===== src/rtl/mm3_pkg.sv =====
// ----------------------------------------------------------------------------
// mm3_pkg
// Types, constants and helpers shared by the 128-bit hash core.
// ----------------------------------------------------------------------------
`default_nettype none

package mm3_pkg;

  localparam logic [63:0] MUL_A   = 64'h87c37b91114253d5;
  localparam logic [63:0] MUL_B   = 64'h4cf5ad432745937f;
  localparam logic [63:0] ADD_ONE = 64'h0000000052dce729;
  localparam logic [63:0] ADD_TWO = 64'h0000000038495ab5;
  localparam logic [63:0] FIN_A   = 64'hff51afd7ed558ccd;
  localparam logic [63:0] FIN_B   = 64'hc4ceb9fe1a85ec53;

  localparam int BLOCK_BYTES = 16;

  // One block after classification.
  typedef struct packed {
    logic [63:0] lo;
    logic [63:0] hi;
    logic [4:0]  amount;
    logic        body;
    logic        last;
  } blk_t;

  function automatic logic [63:0] rotl64(input logic [63:0] v, input int s);
    return (v << s) | (v >> (64 - s));
  endfunction

  function automatic logic [63:0] fold33(input logic [63:0] v);
    return v ^ (v >> 33);
  endfunction

endpackage

`default_nettype wire


===== src/rtl/mm3_front.sv =====
// ----------------------------------------------------------------------------
// mm3_front
// Accepts blocks, zeroes tail-block bytes beyond the count, classifies each
// block as body or tail and holds it in a two-entry queue for the back end.
// ----------------------------------------------------------------------------
`default_nettype none

module mm3_front (
  input  wire                 clk,
  input  wire                 rst,
  input  wire                 s_tvalid,
  output logic                s_tready,
  input  wire  [135:0]        s_tdata,  // word_low, word_high, byte_count, zero pad
  input  wire                 s_tlast,
  output logic                q_valid,
  output mm3_pkg::blk_t       q_data,
  input  wire                 q_pop
);
  import mm3_pkg::*;

  blk_t        queue [2];
  logic        wr_ptr;
  logic        rd_ptr;
  logic [1:0]  count;
  logic [4:0]  nsat;
  logic        body;
  logic [127:0] masked;
  blk_t        entry;
  logic        push;

  always_comb begin
    nsat = (s_tdata[132:128] > 5'(BLOCK_BYTES)) ? 5'(BLOCK_BYTES) : s_tdata[132:128];
    body = !s_tlast || (nsat == 5'(BLOCK_BYTES));
    for (int i = 0; i < BLOCK_BYTES; i++) begin
      masked[i*8 +: 8] = (body || (5'(i) < nsat)) ? s_tdata[i*8 +: 8] : 8'h00;
    end
    entry.lo     = masked[63:0];
    entry.hi     = masked[127:64];
    entry.amount = body ? 5'(BLOCK_BYTES) : nsat;
    entry.body   = body;
    entry.last   = s_tlast;
  end

  assign s_tready = (count != 2'd2);
  assign push     = s_tvalid && s_tready;
  assign q_valid  = (count != 2'd0);
  assign q_data   = queue[rd_ptr];

  always_ff @(posedge clk) begin
    if (push) begin
      queue[wr_ptr] <= entry;
    end
  end

  always_ff @(posedge clk) begin
    if (rst) begin
      wr_ptr <= 1'b0;
      rd_ptr <= 1'b0;
      count  <= 2'd0;
    end else begin
      if (push) begin
        wr_ptr <= !wr_ptr;
      end
      if (q_pop) begin
        rd_ptr <= !rd_ptr;
      end
      count <= count + 2'(push) - 2'(q_pop);
    end
  end

endmodule

`default_nettype wire


===== config.mk =====
export PLATFORM = sky130hd
export DESIGN_NAME = mm3_front
export DESIGN_NICKNAME = d
export VERILOG_FILES = /design/src/rtl/mm3_pkg.sv /design/src/rtl/mm3_front.sv
export SDC_FILE = /design/constraint.sdc
export NUM_CORES = 1
export LEC_CHECK = 0
export BUFFER_PORTS_ARGS = -buffer_cell sky130_fd_sc_hd__buf_2
export CELL_PAD_IN_SITES_DETAIL_PLACEMENT = 0
export CELL_PAD_IN_SITES_GLOBAL_PLACEMENT = 1
export CORE_MARGIN = 3
export CORE_UTILIZATION = 44
export CTS_CLUSTER_DIAMETER = 50
export DETAILED_ROUTE_END_ITERATION = 7
export HOLD_SLACK_MARGIN = 0.02
export PLACE_DENSITY = 0.79
export SLEW_MARGIN = 20
export SYNTH_ARGS = -nofsm -noshare
export SYNTH_HDL_FRONTEND = slang
export SYNTH_SLANG_ARGS = --single-unit

===== constraint.sdc =====
create_clock -name clk -period 9.1 [get_ports clk]
set_input_delay 0.455 -clock clk [delete_from_list [all_inputs] [get_ports clk]]
set_output_delay 0.455 -clock clk [all_outputs]
set_load 0.01 [all_outputs]

==> results of run 1 <==
[worst max-delay path, delay by kind of cell, from the launching register on]
family | cells | cell delay (ps)
multiplexers | 1 | 420
buffers and inverters | 3 | 1090
flip-flops | 1 | 720
[layer usage]
metal / track usage / routed length [um]
met4: 0.0381 / 405
met2: 0.273 / 10800
met5: 0 / 16
met1: 0.204 / 9080
met3: 0.0605 / 2450
[report_power, final]
group / leakage (uW) / switching [uW] / total (uW) / internal [uW]
clock network: 0.000538 / 475 / 1330 / 852
logic: 0.00210 / 255 / 456 / 201
registers: 0.00258 / 34.6 / 1590 / 1560
total: 0.00522 / 764 / 3370 / 2610
[synthesized netlist by cell type]
cell type    n  area share
o21ai_1      2     0.00091
o21ai_0      2     0.00091
nand2b_1     1     0.00057
nor2b_1     19       0.011
nand2_1     12      0.0041
nor4b_4      1      0.0022
clkbuf_2     1     0.00046
buf_6        1      0.0010
nor3b_2      1      0.0011
clkbuf_1     1     0.00034
ha_1         2      0.0023
buf_2       17      0.0078
and3_1       2      0.0011
o31ai_1      1     0.00069
and2_1     109       0.062
mux2_2     136        0.14
xnor2_1      1     0.00080
dfxtp_1      5      0.0091
and2b_1      8      0.0055
xor2_1       1     0.00080
or2_2        1     0.00057
nor3_1       1     0.00046
inv_1        3      0.0010
nand2_4      2      0.0021
nand3_1      3      0.0014
nor2_1       7      0.0024
edfxtp_1   270        0.74
[layout make-up]
| cell class | count | area (um2) |
|---|---|---|
| antenna | 1 | 2.50 |
| clock buffer | 32 | 790 |
| clock inverter | 24 | 327 |
| fill | 1993 | 10600 |
| inverter | 3 | 11.3 |
| multi-input combinational | 312 | 2650 |
| sequential | 275 | 8210 |
| tap | 324 | 405 |
| timing repair buffer | 279 | 1430 |
[cell families after synthesis]
group	after synthesis	share of synthesized area
DFF	275	0.749
and+or+nand+nor	167	0.0945
muxes	136	0.140
buffers and inverters	23	0.0106
AOI/OAI and AO/OA	5	0.00251
xor gates and xnor gates	2	0.00160
adders and majority gates	2	0.00228
[cell usage in the layout (no fill, tap or decap), types with 3 or more instances in the layout]
cell type   Yosys  layout
buf_2          17     274
edfxtp_1      270     270
mux2_2        136     136
and2_1        109     109
clkbuf_16       0      31
nor2b_1        19      19
nand2_1        12      12
and2b_1         8       8
bufinv_16       0       8
clkinv_1        0       7
nor2_1          7       6
clkinv_2        0       4
dfxtp_1         5       4
buf_4           0       4
nand3_1         3       3
inv_1           3       3
clkinvlp_4      0       3
[registers in the layout (all words and copies together) (netlist names), named ones only]
signal,flops
wr_ptr,1
queue,270
rd_ptr,1
count,2
[final timing paths]
check	startpoint	to	slack, ps	cells past startpoint
max	flip-flop	q_data[2]	5780	4
min	rst	flip-flop	160	2
max reg2reg	count[0]	queue[0][122]	5880	5
min reg2reg	rd_ptr	rd_ptr	520	2
[per-stage QoR]
stage                util  area (um2)  power, uW
finish              0.567       13800       3370
global route        0.567       13800       3520
CTS                 0.567       13800       3420
detailed placement  0.521       12700       2080
global placement    0.520       12700       2070
floorplan               -       11000       1910
==> reports/qor.csv, run 1 <==
stage;metric;value;unit
hold_path;Hold/Removal Path Class;in -> reg;
synth;Ys Warns;0;
die;Initial Util;0.449;
synth;Post-Syn Area;0.0110;mm2
detailed_routing;Vias;6027;
clock_network;root buffer cell;clkbuf_16;
detailed_routing;drt pass-1 iters;4;
place;Port Buf Inserts;274;
grt;Tot GR Track Use;0.163;
sta;Hold WS;156;ps
sta;Tmin final;3320;ps
worst_setup_path;WP data required;8650;ps
grt;total global routing overflow;0;
detailed_routing;1st-iter DRT viols;288;
clock_network;Clock Path Buffers;3;
clock_network;CTS tree;yes;
sta;sum of negative setup slack;0;ps
place;Place WS;5750;ps
sta;Worst-Margin Slew;1010;ps
worst_setup_path;Setup crit end kind;primary output;
sta;# setup viols final;0;
synth;Syn Inst Count;610;
grt;vias in the first global route;6291;
worst_setup_path;CP max FO;54;
clock_network;hold buffer count at CTS;0;
die;row cnt;57;
worst_setup_path;critical path class;reg -> out;
finish;Area Overhead vs Synth;26.1;%
place;DPL Wire Length;15.1;mm
clock_network;Max H-tree Level;1;
clock_network;postcts setup bufs;0;
sta;Final Hold Viols;0;
finish;Final Non-Filler Cells;1250;
power_and_ir_drop;Leak;0.00522;uW
sta;FMAX;301;MHz
outcome;outcome;complete, no violations;
synth;Yosys reg bits;275;
synth;Syn Nets;753;
clock_network;PostCTS Resize Cnt;0;
worst_setup_path;crit path cell chain;buf_16, buf_4, mux2_2, buf_2;
sta;RSZ-0062 raised after global routing;false;
finish;share of layout cells above drive strength 1;0.510;
power_and_ir_drop;VDD IR max;140;uV
sta;slew margin rel.;0.325;
clock_network;Worst-Skew Late Latency;540;ps
worst_setup_path;crit-path max cell delay;720;ps
clock_network;Clock Sinks;275;
synth;Netlist cell types;27;
clock_network;CTS clk-pin slew, worst paths;60;ps
worst_setup_path;Worst Path Arrival;2870;ps
detailed_routing;Wirelength per Cell;18.2;um
die;I/O pin count;278;
die;Die W;164;um
die;chip height;164;um
synth;syn avg cell area;18.0;um2
sta;final count of pins violating max slew;0;
detailed_routing;Routed Antenna Nets;0;
job;max cap viols;0;
worst_setup_path;Slowest-stage cell, CP;dfxtp_4;
die;Die Footprint;0.0268;mm2
sta;Final period util;0.365;
detailed_routing;DRC Markers;0;
detailed_routing;drt via density;4.82;
place;Placed Instances;1193;
die;core area;0.0244;mm2
grt;antenna violations before repair;5;
place;GPL Wtd Cong;0.713;
grt;largest net degree at the start of global routing;72;
power_and_ir_drop;Pwr Density;244;mW/mm2
grt;first-pass GRT wire length;34.1;mm
detailed_routing;Total Wirelength;22.8;mm
sta;skew final;7.32;ps
worst_setup_path;CP Launch Type;flip-flop;
sta;PnR worst setup slack;5780;ps
finish;Layout Nets;1044;
clock_network;CTS Buf Count;30;
synth;sequential area share after synthesis;0.749;
No activity file was read; power rests on OpenSTA's default activity.
==> run 2: changes to the inputs <==
Clock period 9.1 ns to 3.3 ns, I/O delays scaled along.
==> reports/qor.csv, run 2 (synthesized netlist as in run 1, its figures left out) <==
stage;metric;value;unit;change
outcome;outcome;complete, no violations;;
clock_network;PostCTS Resize Cnt;0;;unchanged
sta;slew margin rel.;0.443;;+0.118
power_and_ir_drop;Pwr Density;600;mW/mm2;+150%
die;Initial Util;0.449;;unchanged
detailed_routing;Routed Antenna Nets;0;;unchanged
sta;sum of negative setup slack;0;ps;unchanged
worst_setup_path;critical path class;reg -> out;;
worst_setup_path;Worst Path Arrival;2220;ps;-650 ps
clock_network;Clock Sinks;275;;unchanged
grt;vias in the first global route;6951;;+10%
sta;RSZ-0062 raised after global routing;false;;
sta;skew final;8.46;ps;+1.14 ps
power_and_ir_drop;Leak;0.00573;uW;+9.9%
finish;most frequent cells in the layout;buf_2, edfxtp_1, mux2_2;;
clock_network;postcts setup bufs;0;;unchanged
worst_setup_path;crit path cell chain;buf_4, mux2_2, buf_2;;
sta;Final Hold Viols;0;;unchanged
die;chip height;164;um;unchanged
place;GPL Wtd Cong;0.726;;+1.9%
place;Port Buf Inserts;274;;unchanged
power_and_ir_drop;VDD IR max;647;uV;+360%
die;Die W;164;um;unchanged
worst_setup_path;crit-path max cell delay;620;ps;-100 ps
clock_network;CTS clk-pin slew, worst paths;60;ps;about the same
worst_setup_path;CP max FO;33;;-39%
detailed_routing;drt pass-1 iters;4;;unchanged
grt;first-pass GRT wire length;36.1;mm;+5.9%
sta;Worst-Margin Slew;836;ps;-177 ps
sta;Tmin final;2390;ps;
finish;Largest register FFs;270;;unchanged
die;core area;0.0244;mm2;unchanged
detailed_routing;DRC Markers;0;;unchanged
finish;ANT cells;0;;-1
grt;Tot GR Track Use;0.172;;+0.00821
job;max cap viols;0;;unchanged
finish;Final Non-Filler Cells;1384;;+11%
worst_setup_path;Setup crit end kind;primary output;;
grt;largest net degree at the start of global routing;77;;+6.9%
detailed_routing;Vias;6574;;+9.1%
clock_network;Worst-Skew Late Latency;540;ps;about the same
detailed_routing;1st-iter DRT viols;334;;+16%
finish;Largest Register;queue;;
finish;share of layout cells above drive strength 1;0.445;;-0.0650
detailed_routing;Wirelength per Cell;17.2;um;-5.6%
sta;FMAX;419;MHz;
sta;Final period util;0.723;;
clock_network;Clock Path Buffers;3;;unchanged
sta;final count of pins violating max slew;0;;unchanged
place;DP Area;0.0127;mm2;+0.31%
place;DPL Wire Length;15.0;mm;-0.56%
worst_setup_path;CP Launch Type;flip-flop;;
die;row cnt;57;;unchanged
die;I/O pin count;278;;unchanged
finish;cell area after layout;0.0150;mm2;+8.8%
grt;total global routing overflow;0;;unchanged
sta;# setup viols final;0;;unchanged
clock_network;CTS tree;yes;;
place;Placed Instances;1196;;+0.25%
finish;Layout Nets;1179;;+13%
clock_network;root buffer cell;clkbuf_16;;
clock_network;Max H-tree Level;1;;unchanged
worst_setup_path;WP data required;3130;ps;-5520 ps
finish;Largest regs;queue: 270 flops, count: 2 flops;;
detailed_routing;drt via density;4.75;;-1.5%
die;Die Footprint;0.0268;mm2;unchanged
detailed_routing;Total Wirelength;23.8;mm;+4.5%
finish;most common cell after layout, fill and taps aside;buf_2;;
worst_setup_path;Slowest-stage cell, CP;dfxtp_4;;
hold_path;Hold/Removal Path Class;in -> reg;;
finish;Area Overhead vs Synth;37.3;%;
clock_network;CTS Buf Count;30;;unchanged
grt;antenna violations before repair;1;;-4
## run 2: worst max-delay path: cells and delay by family (launching register included)
family                 cells  cell delay [ps]
DFF                        1              620
buffers and inverters      2              640
muxes                      1              400
## run 2: worst paths after layout
| path | slack [ps] | startpoint | depth (start not counted) | endpoint |
|---|---|---|---|---|
| setup / recovery | 910 | flip-flop | 3 | q_data[111] |
| hold / removal | 80 | s_tdata[128] | 2 | queue[0][2] |
| setup reg to reg | 1420 | count[0] | 4 | queue[0][115] |
| hold reg to reg | 530 | rd_ptr | 2 | rd_ptr |
## run 2: area by class of cell
class | count | area, um2
timing repair buffer | 414 | 2790
sequential | 275 | 8210
multi-input combinational | 312 | 2650
clock inverter | 20 | 183
fill | 1797 | 9350
tap | 324 | 405
clock buffer | 36 | 795
inverter | 3 | 11.3
## run 2: repair_timing
| action | 4_1_cts | 5_1_grt |
|---|---|---|
| setup endpoints to repair | 0 | 0 |
| hold endpoints to repair | 263 | 0 |
| hold buffers | 132 | 0 |
## run 2: report_power, final
group | internal (uW) | total (uW) | leakage, uW | switching [uW]
clock | 1950 | 3230 | 0.000483 | 1290
combinational | 670 | 1410 | 0.00267 | 742
sequential | 4290 | 4380 | 0.00258 | 89.5
total | 6910 | 9030 | 0.00573 | 2120
## run 2: layer usage
layer  vias up  track usage  wire (um)
met5         -            0         13
met4         2       0.0431        513
met3        37       0.0631       2200
met2       231        0.296      11700
met1      3166        0.205       9400
li1       3138            -          -
## run 2: metrics by stage
stage | hold WS, ps | worst slack [ps] | power, uW | util
2_1_floorplan | 237 | 225 | 5210 | -
3_3_place_gp | 402 | 1320 | 5720 | 0.523
3_5_place_dp | 408 | 1270 | 5750 | 0.523
4_1_cts | 55.7 | 840 | 9130 | 0.617
5_1_grt | 76.7 | 803 | 9400 | 0.617
6_report | 75.9 | 913 | 9030 | 0.617
